File: config.mk
export PLATFORM = sky130hd
export DESIGN_NAME = k_weighting_biquad_cascade_flat
export DESIGN_NICKNAME = d
export VERILOG_FILES = /design/src/hdl/kwbq_pkg.sv /design/src/hdl/kwbq_req_if.sv /design/src/hdl/kwbq_rsp_if.sv /design/src/hdl/kwbq_regs.sv /design/src/hdl/kwbq_datapath.sv /design/src/hdl/kwbq_ctrl.sv /design/src/hdl/k_weighting_biquad_cascade.sv /design/src/flat_wrapper.sv
export SDC_FILE = /design/constraint.sdc
export NUM_CORES = 2
export LEC_CHECK = 0
export BUFFER_PORTS_ARGS = -buffer_cell sky130_fd_sc_hd__buf_2
export CAP_MARGIN = 20
export CORE_ASPECT_RATIO = 1.25
export CORE_MARGIN = 8
export CORE_UTILIZATION = 55
export DETAILED_ROUTE_END_ITERATION = 8
export MAX_ROUTING_LAYER = met4
export PLACE_DENSITY = 0.71
export SLEW_MARGIN = 20
export SYNTH_ARGS = -nofsm -noshare
export SYNTH_HDL_FRONTEND = slang
export SYNTH_HIERARCHICAL = 1
export SYNTH_SLANG_ARGS = --single-unit
File: constraint.sdc
create_clock -name clock -period 13.35 [get_ports clock]
set_input_delay 2.0025 -clock clock [delete_from_list [all_inputs] [get_ports clock]]
set_output_delay 2.0025 -clock clock [all_outputs]
set_load 0.1 [all_outputs]
File: src/hdl/kwbq_pkg.sv
// Shared types and constants for the K-weighting biquad cascade.
package kwbq_pkg;

   localparam int COEF_BITS      = 32;
   localparam int NUM_COEFS      = 7;
   localparam int CSR_INDEX_BITS = 3;

   localparam logic [CSR_INDEX_BITS-1:0] REG_SHELF_B0 = 3'd0;
   localparam logic [CSR_INDEX_BITS-1:0] REG_SHELF_B1 = 3'd1;
   localparam logic [CSR_INDEX_BITS-1:0] REG_SHELF_B2 = 3'd2;
   localparam logic [CSR_INDEX_BITS-1:0] REG_SHELF_A1 = 3'd3;
   localparam logic [CSR_INDEX_BITS-1:0] REG_SHELF_A2 = 3'd4;
   localparam logic [CSR_INDEX_BITS-1:0] REG_HP_A1    = 3'd5;
   localparam logic [CSR_INDEX_BITS-1:0] REG_HP_A2    = 3'd6;

   localparam logic [2:0] ACC_HOLD = 3'd0;
   localparam logic [2:0] ACC_BIAS = 3'd1;
   localparam logic [2:0] ACC_ADD  = 3'd2;
   localparam logic [2:0] ACC_SUB  = 3'd3;
   localparam logic [2:0] ACC_HP   = 3'd4;

   typedef logic signed [COEF_BITS-1:0] coef_type;
   typedef coef_type coef_array_type [NUM_COEFS];

   typedef struct packed {
      logic                      load;
      logic                      mul_en;
      logic [CSR_INDEX_BITS-1:0] mul_sel;
      logic [2:0]                acc_op;
      logic                      shelf_done;
      logic                      hp_done;
   } kwbq_cmd_type;

   typedef struct packed {
      logic out_stall;
   } kwbq_status_type;

endpackage

File: src/hdl/kwbq_req_if.sv
// Sample input channel: valid/ready handshake with a signed sample.
interface kwbq_req_if #(
   parameter int SAMPLE_BITS = 24
);
   logic                          valid;
   logic                          ready;
   logic signed [SAMPLE_BITS-1:0] sample;

   modport source (output valid, output sample, input ready);
   modport sink   (input valid, input sample, output ready);
endinterface

File: src/hdl/kwbq_rsp_if.sv
// Result channel: valid/ready handshake with the weighted sample and clip flag.
interface kwbq_rsp_if #(
   parameter int SAMPLE_BITS = 24
);
   logic                          valid;
   logic                          ready;
   logic signed [SAMPLE_BITS-1:0] weighted;
   logic                          clipped;

   modport source (output valid, output weighted, output clipped, input ready);
   modport sink   (input valid, input weighted, input clipped, output ready);
endinterface

File: src/hdl/kwbq_regs.sv
// Coefficient register file written through the CSR port.
module kwbq_regs import kwbq_pkg::*; #(
   parameter int COEF_FRAC_BITS = 28
) (
   input  logic                      clock,
   input  logic                      reset,
   input  logic                      csr_we,
   input  logic [CSR_INDEX_BITS-1:0] csr_index,
   input  logic [COEF_BITS-1:0]      csr_wdata,
   output coef_array_type            coef
);

   localparam coef_type ONE_VAL = coef_type'(1) <<< COEF_FRAC_BITS;

   coef_array_type coef_ff;
   coef_array_type coef_in;

   always_comb begin
      coef_in = coef_ff;
      if (csr_we && (csr_index <= REG_HP_A2)) begin
         coef_in[csr_index] = csr_wdata;
      end
   end

   always_ff @(posedge clock) begin
      if (reset) begin
         for (int i = 0; i < NUM_COEFS; i++) begin
            coef_ff[i] <= (i == int'(REG_SHELF_B0)) ? ONE_VAL : coef_type'(0);
         end
      end else begin
         coef_ff <= coef_in;
      end
   end

   assign coef = coef_ff;

endmodule

File: src/hdl/kwbq_datapath.sv
// Shared multiplier, accumulator, rounding/saturation, history and result register.
module kwbq_datapath import kwbq_pkg::*; #(
   parameter int SAMPLE_BITS    = 24,
   parameter int COEF_FRAC_BITS = 28
) (
   input  logic                          clock,
   input  logic                          reset,
   input  kwbq_cmd_type                  cmd,
   input  coef_array_type                coef,
   input  logic signed [SAMPLE_BITS-1:0] req_sample,
   input  logic                          rsp_ready,
   output kwbq_status_type               status,
   output logic                          rsp_valid,
   output logic signed [SAMPLE_BITS-1:0] rsp_weighted,
   output logic                          rsp_clipped
);

   localparam int S      = SAMPLE_BITS;
   localparam int F      = COEF_FRAC_BITS;
   localparam int PROD_W = COEF_BITS + S;
   localparam int ACC_W  = COEF_BITS + S + 3;
   localparam int QW     = ACC_W - F;
   localparam int DW     = S + 3;

   localparam logic signed [ACC_W-1:0] BIAS_VAL = {{(ACC_W-F){1'b0}}, 1'b1, {(F-1){1'b0}}};
   localparam logic signed [S-1:0]     MAX_VAL  = {1'b0, {(S-1){1'b1}}};
   localparam logic signed [S-1:0]     MIN_VAL  = {1'b1, {(S-1){1'b0}}};

   logic signed [PROD_W-1:0] prod_ff, prod_in;
   logic signed [ACC_W-1:0]  acc_ff, acc_in;
   logic signed [S-1:0]      u_ff, ys_ff;
   logic                     sat_ff;
   logic signed [S-1:0]      sh_u_ff [2];
   logic signed [S-1:0]      sh_y_ff [2];
   logic signed [S-1:0]      hp_u_ff [2];
   logic signed [S-1:0]      hp_y_ff [2];
   logic                     rsp_valid_ff, rsp_valid_in;
   logic signed [S-1:0]      weighted_ff;
   logic                     clipped_ff;

   logic signed [S-1:0]      opd;
   coef_type                 coef_sel;
   logic [QW-1:0]            q;
   logic                     fin_sat;
   logic signed [S-1:0]      fin_val;
   logic signed [DW-1:0]     hp_d;

   always_comb begin
      coef_sel = coef[cmd.mul_sel];
      unique case (cmd.mul_sel)
         REG_SHELF_B0: opd = req_sample;
         REG_SHELF_B1: opd = sh_u_ff[0];
         REG_SHELF_B2: opd = sh_u_ff[1];
         REG_SHELF_A1: opd = sh_y_ff[0];
         REG_SHELF_A2: opd = sh_y_ff[1];
         REG_HP_A1:    opd = hp_y_ff[0];
         REG_HP_A2:    opd = hp_y_ff[1];
         default:      opd = '0;
      endcase
      prod_in = PROD_W'(coef_sel) * PROD_W'(opd);
   end

   // round half up is folded in as the accumulator's starting bias
   always_comb begin
      q       = acc_ff[ACC_W-1:F];
      fin_sat = !((&q[QW-1:S-1]) || !(|q[QW-1:S-1]));
      if (fin_sat) begin
         fin_val = q[QW-1] ? MIN_VAL : MAX_VAL;
      end else begin
         fin_val = q[S-1:0];
      end
      hp_d = DW'(fin_val) - (DW'(hp_u_ff[0]) <<< 1) + DW'(hp_u_ff[1]);
   end

   always_comb begin
      unique case (cmd.acc_op)
         ACC_HOLD: acc_in = acc_ff;
         ACC_BIAS: acc_in = BIAS_VAL;
         ACC_ADD:  acc_in = acc_ff + ACC_W'(prod_ff);
         ACC_SUB:  acc_in = acc_ff - ACC_W'(prod_ff);
         ACC_HP:   acc_in = (ACC_W'(hp_d) <<< F) | BIAS_VAL;
         default:  acc_in = acc_ff;
      endcase
   end

   always_comb begin
      rsp_valid_in = rsp_valid_ff;
      if (cmd.hp_done) begin
         rsp_valid_in = 1'b1;
      end else if (rsp_ready) begin
         rsp_valid_in = 1'b0;
      end
   end

   always_ff @(posedge clock) begin
      if (cmd.mul_en) begin
         prod_ff <= prod_in;
      end
      acc_ff <= acc_in;
      if (cmd.load) begin
         u_ff <= req_sample;
      end
      if (cmd.shelf_done) begin
         ys_ff  <= fin_val;
         sat_ff <= fin_sat;
      end
      if (cmd.hp_done) begin
         weighted_ff <= fin_val;
         clipped_ff  <= sat_ff | fin_sat;
      end
   end

   always_ff @(posedge clock) begin
      if (reset) begin
         rsp_valid_ff <= 1'b0;
         for (int i = 0; i < 2; i++) begin
            sh_u_ff[i] <= '0;
            sh_y_ff[i] <= '0;
            hp_u_ff[i] <= '0;
            hp_y_ff[i] <= '0;
         end
      end else begin
         rsp_valid_ff <= rsp_valid_in;
         if (cmd.hp_done) begin
            sh_u_ff[1] <= sh_u_ff[0];
            sh_u_ff[0] <= u_ff;
            sh_y_ff[1] <= sh_y_ff[0];
            sh_y_ff[0] <= ys_ff;
            hp_u_ff[1] <= hp_u_ff[0];
            hp_u_ff[0] <= ys_ff;
            hp_y_ff[1] <= hp_y_ff[0];
            hp_y_ff[0] <= fin_val;
         end
      end
   end

   assign status.out_stall = rsp_valid_ff && !rsp_ready;
   assign rsp_valid        = rsp_valid_ff;
   assign rsp_weighted     = weighted_ff;
   assign rsp_clipped      = clipped_ff;

endmodule

File: src/hdl/kwbq_ctrl.sv
// Sequencer that steps the shared multiplier through both biquad stages.
module kwbq_ctrl import kwbq_pkg::*; (
   input  logic            clock,
   input  logic            reset,
   input  logic            req_valid,
   output logic            req_ready,
   input  kwbq_status_type status,
   output kwbq_cmd_type    cmd
);

   localparam logic ST_IDLE = 1'b0;
   localparam logic ST_RUN  = 1'b1;

   localparam logic [3:0] STEP_SHELF_B1   = 4'd1;
   localparam logic [3:0] STEP_SHELF_B2   = 4'd2;
   localparam logic [3:0] STEP_SHELF_A1   = 4'd3;
   localparam logic [3:0] STEP_SHELF_A2   = 4'd4;
   localparam logic [3:0] STEP_SHELF_SUM  = 4'd5;
   localparam logic [3:0] STEP_SHELF_DONE = 4'd6;
   localparam logic [3:0] STEP_HP_A2      = 4'd7;
   localparam logic [3:0] STEP_HP_SUM     = 4'd8;
   localparam logic [3:0] STEP_HP_DONE    = 4'd9;

   logic       state_ff, state_in;
   logic [3:0] step_ff, step_in;

   always_comb begin
      cmd        = '0;
      cmd.acc_op = ACC_HOLD;
      state_in   = state_ff;
      step_in    = step_ff;
      req_ready  = (state_ff == ST_IDLE);
      unique case (state_ff)
         ST_IDLE: begin
            if (req_valid) begin
               cmd.load    = 1'b1;
               cmd.mul_en  = 1'b1;
               cmd.mul_sel = REG_SHELF_B0;
               cmd.acc_op  = ACC_BIAS;
               state_in    = ST_RUN;
               step_in     = STEP_SHELF_B1;
            end
         end
         ST_RUN: begin
            step_in = step_ff + 4'd1;
            unique case (step_ff)
               STEP_SHELF_B1: begin
                  cmd.mul_en  = 1'b1;
                  cmd.mul_sel = REG_SHELF_B1;
                  cmd.acc_op  = ACC_ADD;
               end
               STEP_SHELF_B2: begin
                  cmd.mul_en  = 1'b1;
                  cmd.mul_sel = REG_SHELF_B2;
                  cmd.acc_op  = ACC_ADD;
               end
               STEP_SHELF_A1: begin
                  cmd.mul_en  = 1'b1;
                  cmd.mul_sel = REG_SHELF_A1;
                  cmd.acc_op  = ACC_ADD;
               end
               STEP_SHELF_A2: begin
                  cmd.mul_en  = 1'b1;
                  cmd.mul_sel = REG_SHELF_A2;
                  cmd.acc_op  = ACC_SUB;
               end
               STEP_SHELF_SUM: begin
                  cmd.acc_op = ACC_SUB;
               end
               STEP_SHELF_DONE: begin
                  cmd.shelf_done = 1'b1;
                  cmd.acc_op     = ACC_HP;
                  cmd.mul_en     = 1'b1;
                  cmd.mul_sel    = REG_HP_A1;
               end
               STEP_HP_A2: begin
                  cmd.mul_en  = 1'b1;
                  cmd.mul_sel = REG_HP_A2;
                  cmd.acc_op  = ACC_SUB;
               end
               STEP_HP_SUM: begin
                  cmd.acc_op = ACC_SUB;
               end
               STEP_HP_DONE: begin
                  if (status.out_stall) begin
                     step_in = step_ff;
                  end else begin
                     cmd.hp_done = 1'b1;
                     state_in    = ST_IDLE;
                  end
               end
               default: begin
                  state_in = ST_IDLE;
               end
            endcase
         end
         default: begin
            state_in = ST_IDLE;
         end
      endcase
   end

   always_ff @(posedge clock) begin
      if (reset) begin
         state_ff <= ST_IDLE;
         step_ff  <= '0;
      end else begin
         state_ff <= state_in;
         step_ff  <= step_in;
      end
   end

endmodule

File: src/hdl/k_weighting_biquad_cascade.sv
// K-weighting pre-filter: a high-shelf biquad followed by a high-pass
// biquad, both direct form I, on signed samples with Q3.28 coefficients.
// A new sample is taken no earlier than the cycle after the result of the
// last one is written, once both stages are done, since a single 32 x
// SAMPLE_BITS multiplier computes all seven coefficient products in turn.
// A finished result waiting on the rsp side holds the block only at the
// point where the next result would be written. Sums are exact, rounded
// half up and saturated per stage; clipped reports saturation in either
// stage. Coefficients must be written through the csr port only while no
// sample is in flight, which the block does not enforce; indexes past the
// last register are ignored.
module k_weighting_biquad_cascade import kwbq_pkg::*; #(
   parameter int SAMPLE_BITS    = 24,
   parameter int COEF_FRAC_BITS = 28
) (
   input  logic                      clock,
   input  logic                      reset,
   kwbq_req_if.sink                  req_if,
   kwbq_rsp_if.source                rsp_if,
   input  logic                      csr_we,
   input  logic [CSR_INDEX_BITS-1:0] csr_index,
   input  logic [COEF_BITS-1:0]      csr_wdata
);

   coef_array_type  coef;
   kwbq_cmd_type    ctrl_cmd;
   kwbq_status_type dp_status;

   kwbq_regs #(
      .COEF_FRAC_BITS (COEF_FRAC_BITS)
   ) u_regs (
      .clock     (clock),
      .reset     (reset),
      .csr_we    (csr_we),
      .csr_index (csr_index),
      .csr_wdata (csr_wdata),
      .coef      (coef)
   );

   kwbq_ctrl u_ctrl (
      .clock     (clock),
      .reset     (reset),
      .req_valid (req_if.valid),
      .req_ready (req_if.ready),
      .status    (dp_status),
      .cmd       (ctrl_cmd)
   );

   kwbq_datapath #(
      .SAMPLE_BITS    (SAMPLE_BITS),
      .COEF_FRAC_BITS (COEF_FRAC_BITS)
   ) u_datapath (
      .clock        (clock),
      .reset        (reset),
      .cmd          (ctrl_cmd),
      .coef         (coef),
      .req_sample   (req_if.sample),
      .rsp_ready    (rsp_if.ready),
      .status       (dp_status),
      .rsp_valid    (rsp_if.valid),
      .rsp_weighted (rsp_if.weighted),
      .rsp_clipped  (rsp_if.clipped)
   );

`ifndef SYNTHESIS
   a_busy_after_accept: assert property (@(posedge clock) disable iff (reset)
      req_if.valid && req_if.ready |=> !req_if.ready)
      else $error("sample accepted while a transaction is in flight");

   a_rsp_from_finish: assert property (@(posedge clock) disable iff (reset)
      $rose(rsp_if.valid) |-> $past(ctrl_cmd.hp_done))
      else $error("result valid without a finished transaction");

   a_no_overwrite: assert property (@(posedge clock) disable iff (reset)
      ctrl_cmd.hp_done |-> !(rsp_if.valid && !rsp_if.ready))
      else $error("pending result overwritten");

   a_single_finish: assert property (@(posedge clock) disable iff (reset)
      ctrl_cmd.hp_done |=> !ctrl_cmd.hp_done && !ctrl_cmd.shelf_done)
      else $error("finish step repeated");
`endif

endmodule

File: src/flat_wrapper.sv
// flat-port wrapper written by rule: the top's interface ports become plain ports
module k_weighting_biquad_cascade_flat import kwbq_pkg::*;
#(
   parameter int SAMPLE_BITS    = 24,
   parameter int COEF_FRAC_BITS = 28
)
  (clock, reset, csr_we, csr_index, csr_wdata, req_if_valid, req_if_sample, req_if_ready, rsp_if_valid, rsp_if_weighted, rsp_if_clipped, rsp_if_ready);
  kwbq_req_if #(.SAMPLE_BITS(SAMPLE_BITS)) req_if_i ();
  kwbq_rsp_if #(.SAMPLE_BITS(SAMPLE_BITS)) rsp_if_i ();
  input  logic clock;
  input  logic reset;
  input  logic csr_we;
  input  logic [CSR_INDEX_BITS-1:0] csr_index;
  input  logic [COEF_BITS-1:0] csr_wdata;
  input wire logic [$bits(req_if_i.valid)-1:0] req_if_valid;
  input wire logic [$bits(req_if_i.sample)-1:0] req_if_sample;
  output wire logic [$bits(req_if_i.ready)-1:0] req_if_ready;
  output wire logic [$bits(rsp_if_i.valid)-1:0] rsp_if_valid;
  output wire logic [$bits(rsp_if_i.weighted)-1:0] rsp_if_weighted;
  output wire logic [$bits(rsp_if_i.clipped)-1:0] rsp_if_clipped;
  input wire logic [$bits(rsp_if_i.ready)-1:0] rsp_if_ready;
  assign req_if_i.valid = req_if_valid;
  assign req_if_i.sample = req_if_sample;
  assign req_if_ready = req_if_i.ready;
  assign rsp_if_valid = rsp_if_i.valid;
  assign rsp_if_weighted = rsp_if_i.weighted;
  assign rsp_if_clipped = rsp_if_i.clipped;
  assign rsp_if_i.ready = rsp_if_ready;
  k_weighting_biquad_cascade #(.SAMPLE_BITS(SAMPLE_BITS), .COEF_FRAC_BITS(COEF_FRAC_BITS)) u_core (.clock(clock), .reset(reset), .req_if(req_if_i), .rsp_if(rsp_if_i), .csr_we(csr_we), .csr_index(csr_index), .csr_wdata(csr_wdata));
endmodule
==> flow_summary.ini <==
[synth]
synth.distinct_cells = 86
avgSynthCellArea_sq_um = 9.886
synth_top_area_share_pct = 28.53
yosysSeqAreaShare_pct = 25.76
postSynthCellCount = 5735
yosysWarnings = 6
synth_flop_cell = edfxtp_1
async_flop_share_pct = 0
ys_seq_elements = 563
synth_area_leaders = fa_1 (29%), edfxtp_1 (18%), dfxtp_1 (8.1%)
syn_area_sq_um = 56700
synth_nets = 6846
synth_edf_count = 333
synth_top_area_cell = fa_1

[worst_setup_path]
slowest_stage = a31oi_4
r2r_start = u_core/u_ctrl/step_ff[0]$_SDFFE_PP0P_
crit_path_start = u_core/u_ctrl/step_ff[0]$_SDFFE_PP0P_
required_ns = 13.72
cp-endpoint = u_core/u_datapath/prod_ff[50]$_DFFE_PP_
worst-r2r-cell-count = 33
r2r_slack_ns = 2.33
slowest_delay_ns = 0.79
critPathArrivalTime_ns = 11.39
worstReg2RegEnd = u_core/u_datapath/prod_ff[50]$_DFFE_PP_
path_class = reg -> reg
worstPathMaxFanout = 30
cp-end-kind = flip-flop
cp-start-kind = flip-flop
cpMostUsedCell = fa_1

[layout]
regArea_sq_um = 14600
multi_input_area_sq_um = 37790
final_common_cell = inv_1
areaGrowthSynthToFinish_pct = 6.784
mostFrequentLayoutCells = inv_1 (903), fa_1 (808), nor2_1 (521)
drive_above_1_share_pct = 7.053
design_area_sq_um = 60540
fin_nets = 6794
n_fill_cell = 8659

[die]
dieArea_sq_um = 113700
dieHeight_um = 375.0
die_w_um = 303.2
rows = 131
core_area_sq_um = 102100
io_pins = 91
initial_core_util_pct = 55.52

[timing]
fin_ws_ns = 2.333
slew_viol_final = 0
worstMarginPinSlew_ns = 1.261
rsz0062_at_grt = no
slew_headroom_pct = 15.95
period_share_pct = 82.53
max_clock_freq_ghz = 0.09077
fin_skew_ns = 0.04397
final-setup-viol-count = 0
min_period_ns = 11.02
hold_viol_final = 0
setup_tns_ns = 0

[worst_hold_path]
hp-class = reg -> reg

[cts]
postCtsResizedCells = 0
cts_setup_buffers = 0
clock_latency_ns = 0.66
cts_buffers = 59
cts.path.max_buffers = 3
cts.sink_count = 563
htree_levels = 2
root_buffer = clkbuf_16
tritoncts = done
cts_hold_buffers = 0
clkTransAtPathRegs_ns = 0.07

[drt]
drtIter0Drc = 3157
wl_um = 162700
wl_per_cell_um = 23.03
drc_errors = 0
drt-pass1-iter-count = 6
ant_nets = 0
vias_per_cell = 5.878
vias = 41530

[placement]
hpwl_um = 122800
placed_area_sq_um = 58580
gp_congestion = 0.9700
port_buffers = 90
preCtsSetupSlack_ns = 2.664

[global_route]
antenna_found_initial = 6
grt_max_degree = 133
grt_pass1_wl_um = 252100
grt_pass1_vias = 44100
grt_overflow = 0
grt_usage_pct = 29.71

[flow_run]
maxCapViolations = 0

[power_and_ir_drop]
ir_drop_v = 0.0001057
p_leak_uw = 0.02765
power_density_nw_per_um2 = 136.2

[outcome]
status = complete, no violations
[synth_stat cells (all sizes together), types with 7 or more instances]
master,n
a311oi,7
or4,8
o41ai,9
o22ai,24
nand3,31
clkbuf,238
nand2,503
and3,19
nand2b,308
nor2b,48
fa,808
xor2,86
nor4,11
ha,239
and2,140
xnor2,105
o31ai,25
a22o,7
or3,17
edfxtp,333
buf,54
or2,11
mux4,40
mux2,18
a21oi,207
nand4,24
o21a,16
o21ai,103
a22oi,17
nor2,522
mux2i,286
o211ai,17
a21o,119
o21bai,30
a31oi,27
a211oi,18
dfxtp,230
inv,903
o221ai,10
nor3,20
[registers in the layout (all words and copies together) (netlist names)]
name / cells
u_core/u_ctrl/state_ff: 1
u_core/u_ctrl/step_ff: 4
u_core/u_datapath/acc_ff: 59
u_core/u_datapath/hp_u_ff: 48
u_core/u_datapath/hp_y_ff: 48
u_core/u_datapath/prod_ff: 56
u_core/u_datapath/rsp_clipped: 1
u_core/u_datapath/rsp_valid: 1
u_core/u_datapath/rsp_weighted: 24
u_core/u_datapath/sat_ff: 1
u_core/u_datapath/sh_u_ff: 48
u_core/u_datapath/u_ff: 24
u_core/u_datapath/ys_ff: 24
u_core/u_regs/coef: 224
[worst max-delay path, delay by kind of cell, from the launching register on]
| kind | cells | cell delay, ns |
|---|---|---|
| DFF | 1 | 0.44 |
| xor gates and xnor gates | 1 | 0.14 |
| AOI/OAI and AO/OA | 11 | 3.21 |
| adders and majority gates | 9 | 4.44 |
| and+or+nand+nor | 4 | 0.55 |
| muxes | 1 | 0.40 |
| buffers and inverters | 7 | 1.51 |
[stage by stage]
step                      util [%]  power [uW]  instances  hold WS, ns
after detailed placement     57.37        6550       6951       0.4613
after global placement       57.37        6482       6951       0.4555
after global routing         59.29        8772       7063       0.4925
after CTS                    59.26        8229       7057       0.4742
after floorplan                  -        5209       5735       0.4455
final                        59.29        8249       7065       0.4719
[cell families (layout without fill, tap and decap cells)]
| logic type | Yosys count | count (layout) | synth area share, % |
|---|---|---|---|
| flops | 563 | 563 | 25.76 |
| xor+xnor | 191 | 191 | 2.950 |
| fa+ha+maj | 1047 | 1047 | 33.80 |
| mux | 344 | 344 | 6.995 |
| buf+inv | 1195 | 1188 | 8.081 |
| other cells | 0 | 7 | 0 |
| compound gates | 703 | 703 | 8.143 |
| simple gates | 1692 | 1692 | 14.27 |
[cell type report]
class,instances,area share (%)
Multi-Input combinational cell,3977,62.41
Sequential cell,563,24.12
Clock buffer,74,2.614
Antenna cell,7,0.02893
Inverter,903,5.598
Timing Repair Buffer,179,1.905
Clock inverter,32,0.5704
Tap cell,1330,2.749
[where the power goes]
group          internal [uW]  switching (uW)  leakage (uW)
clock                    938             722      0.000944
sequential              2100             180       0.00518
combinational           1640            2680        0.0215
[per-layer routing]
layer	vias to the layer above	part of all wire [%]	global-route usage, %
li1	18290	-	-
met1	20900	35	33.13
met2	1722	50	50.09
met3	620	7.4	4.686
met4	0	7.5	17.69
met5	-	0	-
[worst min-delay path by stage]
stage	startpoint	to	slack [ns]	cells past startpoint
4_1_cts	u_core/u_regs/coef[192]$_SDFFE_PP0P_	u_core/u_regs/coef[192]$_SDFFE_PP0P_	0.47	2
3_5_place_dp	u_core/u_regs/coef[199]$_SDFFE_PP0P_	u_core/u_regs/coef[199]$_SDFFE_PP0P_	0.46	2
2_1_floorplan	u_core/u_regs/coef[173]$_SDFFE_PP0P_	u_core/u_regs/coef[173]$_SDFFE_PP0P_	0.45	2
3_3_place_gp	u_core/u_regs/coef[204]$_SDFFE_PP0P_	u_core/u_regs/coef[204]$_SDFFE_PP0P_	0.46	2
6_report	u_core/u_regs/coef[174]$_SDFFE_PP0P_	u_core/u_regs/coef[174]$_SDFFE_PP0P_	0.47	2
5_1_grt	u_core/u_regs/coef[107]$_SDFFE_PP0P_	u_core/u_regs/coef[107]$_SDFFE_PP0P_	0.49	2
(Power assumes the default switching activity.)
